==> src/qlu_pkg.sv <==
// ----------------------------------------------------------------------------
// qlu_pkg: shared definitions for the Q-table update block
// Datapath operation codes, configuration register indexes and the command
// and status groups that pass between the controller and the datapath.
// ----------------------------------------------------------------------------
package qlu_pkg;

    localparam int OP_W = 4;

    localparam logic [OP_W-1:0] OP_NONE       = 4'd0;
    localparam logic [OP_W-1:0] OP_CLEAR      = 4'd1;
    localparam logic [OP_W-1:0] OP_MOD        = 4'd2;
    localparam logic [OP_W-1:0] OP_SCAN_START = 4'd3;
    localparam logic [OP_W-1:0] OP_SCAN       = 4'd4;
    localparam logic [OP_W-1:0] OP_GMUL       = 4'd5;
    localparam logic [OP_W-1:0] OP_TARGET     = 4'd6;
    localparam logic [OP_W-1:0] OP_MMUL       = 4'd7;
    localparam logic [OP_W-1:0] OP_WRITE      = 4'd8;
    localparam logic [OP_W-1:0] OP_EMUL       = 4'd9;
    localparam logic [OP_W-1:0] OP_EFLOOR     = 4'd10;
    localparam logic [OP_W-1:0] OP_OUT        = 4'd11;

    localparam int CFG_IDX_W = 3;

    localparam logic [CFG_IDX_W-1:0] CFG_LEARN_RATE    = 3'd0;
    localparam logic [CFG_IDX_W-1:0] CFG_DISCOUNT      = 3'd1;
    localparam logic [CFG_IDX_W-1:0] CFG_REWARD_VALUE  = 3'd2;
    localparam logic [CFG_IDX_W-1:0] CFG_DECAY_FACTOR  = 3'd3;
    localparam logic [CFG_IDX_W-1:0] CFG_EXPLORE_FLOOR = 3'd4;

    localparam int CFG_DATA_W = 24;

    typedef struct packed {
        logic            accept;
        logic [OP_W-1:0] op;
    } t_cmd;

    typedef struct packed {
        logic clr_last;
        logic mod_last;
        logic scan_last;
        logic prev_valid;
        logic explore;
        logic out_free;
    } t_sts;

endpackage

==> src/qlu_ctrl.sv <==
// ----------------------------------------------------------------------------
// qlu_ctrl: sequencing controller
// Steps the datapath through table clearing, hash reduction, row scans, the
// value update, the epsilon decay, the action decision and the result hand-off.
// ----------------------------------------------------------------------------
module qlu_ctrl (
    input  logic              i_clk,
    input  logic              i_rst_n,
    input  logic              i_in_valid,
    input  logic              i_last_word,
    input  qlu_pkg::t_sts     i_sts,
    output logic              o_in_stall,
    output qlu_pkg::t_cmd     o_cmd
);

    localparam logic [3:0] S_CLEAR = 4'd0;
    localparam logic [3:0] S_IDLE  = 4'd1;
    localparam logic [3:0] S_MOD   = 4'd2;
    localparam logic [3:0] S_SC1S  = 4'd3;
    localparam logic [3:0] S_SC1   = 4'd4;
    localparam logic [3:0] S_GMUL  = 4'd5;
    localparam logic [3:0] S_TGT   = 4'd6;
    localparam logic [3:0] S_MMUL  = 4'd7;
    localparam logic [3:0] S_WR    = 4'd8;
    localparam logic [3:0] S_EMUL  = 4'd9;
    localparam logic [3:0] S_EFL   = 4'd10;
    localparam logic [3:0] S_DEC   = 4'd11;
    localparam logic [3:0] S_SC2S  = 4'd12;
    localparam logic [3:0] S_SC2   = 4'd13;
    localparam logic [3:0] S_FIN   = 4'd14;

    logic [3:0] r_state;
    logic [3:0] n_state;

    assign o_in_stall = (r_state != S_IDLE);

    always_comb begin
        n_state      = r_state;
        o_cmd.accept = 1'b0;
        o_cmd.op     = qlu_pkg::OP_NONE;
        unique case (r_state)
            S_CLEAR: begin
                o_cmd.op = qlu_pkg::OP_CLEAR;
                if (i_sts.clr_last) begin
                    n_state = S_IDLE;
                end
            end
            S_IDLE: begin
                o_cmd.accept = i_in_valid;
                if (i_in_valid && i_last_word) begin
                    n_state = S_MOD;
                end
            end
            S_MOD: begin
                o_cmd.op = qlu_pkg::OP_MOD;
                if (i_sts.mod_last) begin
                    n_state = i_sts.prev_valid ? S_SC1S : S_DEC;
                end
            end
            S_SC1S: begin
                o_cmd.op = qlu_pkg::OP_SCAN_START;
                n_state  = S_SC1;
            end
            S_SC1: begin
                o_cmd.op = qlu_pkg::OP_SCAN;
                if (i_sts.scan_last) begin
                    n_state = S_GMUL;
                end
            end
            S_GMUL: begin
                o_cmd.op = qlu_pkg::OP_GMUL;
                n_state  = S_TGT;
            end
            S_TGT: begin
                o_cmd.op = qlu_pkg::OP_TARGET;
                n_state  = S_MMUL;
            end
            S_MMUL: begin
                o_cmd.op = qlu_pkg::OP_MMUL;
                n_state  = S_WR;
            end
            S_WR: begin
                o_cmd.op = qlu_pkg::OP_WRITE;
                n_state  = S_EMUL;
            end
            S_EMUL: begin
                o_cmd.op = qlu_pkg::OP_EMUL;
                n_state  = S_EFL;
            end
            S_EFL: begin
                o_cmd.op = qlu_pkg::OP_EFLOOR;
                n_state  = S_DEC;
            end
            S_DEC: begin
                n_state = i_sts.explore ? S_FIN : S_SC2S;
            end
            S_SC2S: begin
                o_cmd.op = qlu_pkg::OP_SCAN_START;
                n_state  = S_SC2;
            end
            S_SC2: begin
                o_cmd.op = qlu_pkg::OP_SCAN;
                if (i_sts.scan_last) begin
                    n_state = S_FIN;
                end
            end
            S_FIN: begin
                if (i_sts.out_free) begin
                    o_cmd.op = qlu_pkg::OP_OUT;
                    n_state  = S_IDLE;
                end
            end
            default: begin
                n_state = S_CLEAR;
            end
        endcase
    end

    always_ff @(posedge i_clk) begin
        if (!i_rst_n) begin
            r_state <= S_CLEAR;
        end else begin
            r_state <= n_state;
        end
    end

endmodule

==> config.mk <==
export PLATFORM = sky130hd
export DESIGN_NAME = qlu_ctrl
export DESIGN_NICKNAME = d
export VERILOG_FILES = /design/src/qlu_pkg.sv /design/src/qlu_ctrl.sv
export SDC_FILE = /design/constraint.sdc
export NUM_CORES = 1
export LEC_CHECK = 0
export BUFFER_PORTS_ARGS = -buffer_cell sky130_fd_sc_hd__buf_2
export CAP_MARGIN = 20
export CORE_AREA = 2 2 39 41
export CTS_BUF_LIST = sky130_fd_sc_hd__clkbuf_2
export DETAILED_ROUTE_END_ITERATION = 8
export DIE_AREA = 0 0 41 43
export MAX_ROUTING_LAYER = met4
export SETUP_SLACK_MARGIN = 0.5
export SKIP_LAST_GASP = 1
export SLEW_MARGIN = 20
export SYNTH_ARGS = -nofsm -noshare
export SYNTH_HDL_FRONTEND = slang
export SYNTH_SLANG_ARGS = --single-unit
==> constraint.sdc <==
create_clock -name i_clk -period 1.65 [get_ports i_clk]
set_input_delay 0.33 -clock i_clk [delete_from_list [all_inputs] [get_ports i_clk]]
set_output_delay 0.33 -clock i_clk [all_outputs]
set_load 0.02 [all_outputs]
==> results.toml <==
[run_status]
status = "finished, final reports clean"

[worst_setup_path]
crit_required_ns = 1.32
arrival_ns = 1.24
cp-start-kind = "flip-flop"
crit_fanout = 6
worstSetupEndpointType = "primary output"
critPathKind = "reg -> out"

[route]
wl_per_cell_um = 13.5
drc_errors = 0
antenna_left = 0
first_iter_violations = 9
dr_total_vias = 534
avgViaCountPerCell = 5.13
routed_wl_um = 1400
drt-pass1-iter-count = 4

[clocking]
clk_pin_slew_ns = 0.05
cts_buffer_depth = 2
clock_sinks = 4
htreeDepth = 1
cts.hold.buffers_added = 0
cts_tree = "yes"
cts_root_buffer = "clkbuf_2"
clk_latency_ns = 0.23
cts_made_buffers = 3

[yosys]
syn_area_um2 = 395
syn_nets = 65
yosys_warnings = 0
ys_types = 25
async_flop_share_pct = 0
synth_seq_area_share_pct = 20.3
synth_cells = 55
ys_seq_elements = 4
synth_flop_cell = "dfxtp_1"
synth.avg_cell_area_um2 = 7.19
synth_edf_count = 0

[grt]
grt_max_degree = 11
antenna_found_initial = 0
grt_overflow = 0
grt.total_usage_pct = 17.9
grt_pass1_vias = 512
grt_pass1_wl_um = 2140

[floorplanning]
core-area_mm2 = 0.00138
io_pins = 16
num_rows = 14
die_x_um = 41
die_area_mm2 = 0.00176
start_util_pct = 28.6
die_y_um = 43

[timing]
skew_ns = 0.00942
maxSlewHeadroom_pct = 79.7
tns_ns = 0
finalSetupViolCount = 0
min_period_ns = 1.57
grt_setup_unrepaired = "yes"
slew_violations = 0
fmax_ghz = 0.639
final_hold_viol_count = 0
worst_slew_pin_slew_ns = 0.301
fin_crit_sh_pct = 94.9

[place]
routabilityCongestion = 0.741
dp.cells = 83
numPortBuffers = 15
dp_hpwl_um = 748

[pwr]
powerDensity_mw_per_mm2 = 1500
irDropWorstVdd_uv = 609
leakagePower_nw = 0.363
p_total_mw = 1.24

[finish]
fin_cells = 104
largest_register_ffs = 4
reg_top3 = "r_state: 4 flops"
multi_input_area_um2 = 408
n_antenna_cell = 0
fill_cells = 106
final_util_pct = 59.5
largest_register = "r_state"
layout.area.seq_um2 = 95.1
nets = 100
area_growth_pct = 108
drive_gt1_share_pct = 68.2

[worst_hold_path]
hp-class = "in -> reg"

[run]
drv_cap = 0
## synthesized netlist by cell type (2+ instances only)
master    n  share of area (%)
a21oi_1   2                2.5
and2_1    2                3.2
clkbuf_1  3                2.8
dfxtp_1   4                 20
inv_1     3                2.8
mux2i_1   6                 15
nand2_1   8                7.6
nand2b_1  2                3.2
nor2_1    5                4.7
nor3_1    2                2.5
nor3b_1   3                5.7
o221ai_1  2                4.4
## metal layers
| metal | global-route usage (%) | up-vias | share of wire (%) |
|---|---|---|---|
| li1 | - | 264 | - |
| met1 | 19.4 | 251 | 40 |
| met2 | 31.3 | 17 | 55 |
| met3 | 2.09 | 2 | 4.2 |
| met4 | 6.67 | 0 | 1.5 |
| met5 | - | - | 0 |
## power breakdown
group	leakage (nW)	internal (mW)	switching (mW)
Sequential	0.0356	0.141	0.0812
Combinational	0.315	0.509	0.408
Clock	0.0125	0.0490	0.0499
## cells in the final DEF (no fill, tap or decap), drive strengths merged, types with 3 or more instances in the layout
cell type,count
buf,34
nand2,8
mux2i,6
nor2,5
dfxtp,4
clkbuf,3
inv,3
nor3b,3
## layout make-up
class,instances,share of cell area [%]
Multi-Input combinational cell,44,49.5
Timing Repair Buffer,34,33.3
Sequential cell,4,11.6
Tap cell,16,2.43
Clock buffer,3,1.82
Inverter,3,1.37
## cell families (layout without fill, tap and decap cells)
logic type	count (synthesis)	after routing	synth area share [%]
mux	6	6	15.2
simple gates	24	24	30.4
buf+inv	7	40	6.96
xor+xnor	1	1	2.22
compound gates	13	13	25.0
flops	4	4	20.3
## final timing paths
kind,depth (start not counted),start,slack (ns),to
max,5,r_state[1],0.08,o_cmd[3]
min,3,i_rst_n,0.41,r_state[2]
max reg2reg,5,r_state[0],0.15,r_state[3]
min reg2reg,3,r_state[1],0.67,r_state[1]
## stage by stage
stage | area [um^2] | hold WS, ns | setup WS [ns]
4_1_cts | 782 | 0.425 | 0.120
3_3_place_gp | 532 | 0.576 | 0.138
3_5_place_dp | 532 | 0.583 | 0.131
2_1_floorplan | 475 | 0.471 | 0.388
5_1_grt | 823 | 0.419 | 0.0389
6_report | 823 | 0.406 | 0.0840
## worst max-delay path, stage by stage (launching register included)
cell	delay [ns]
dfxtp_4	0.39
buf_6	0.12
buf_6	0.10
nand2_4	0.04
a211oi_4	0.22
buf_6	0.15
## repair_timing
item,4_1_cts,5_1_grt
gates cloned,0,0
setup buffers,18,0
setup endpoints to repair,10,10
pin swaps,7,4
gates resized for setup,31,9
Note: power is estimated with default switching activity, not from simulation.
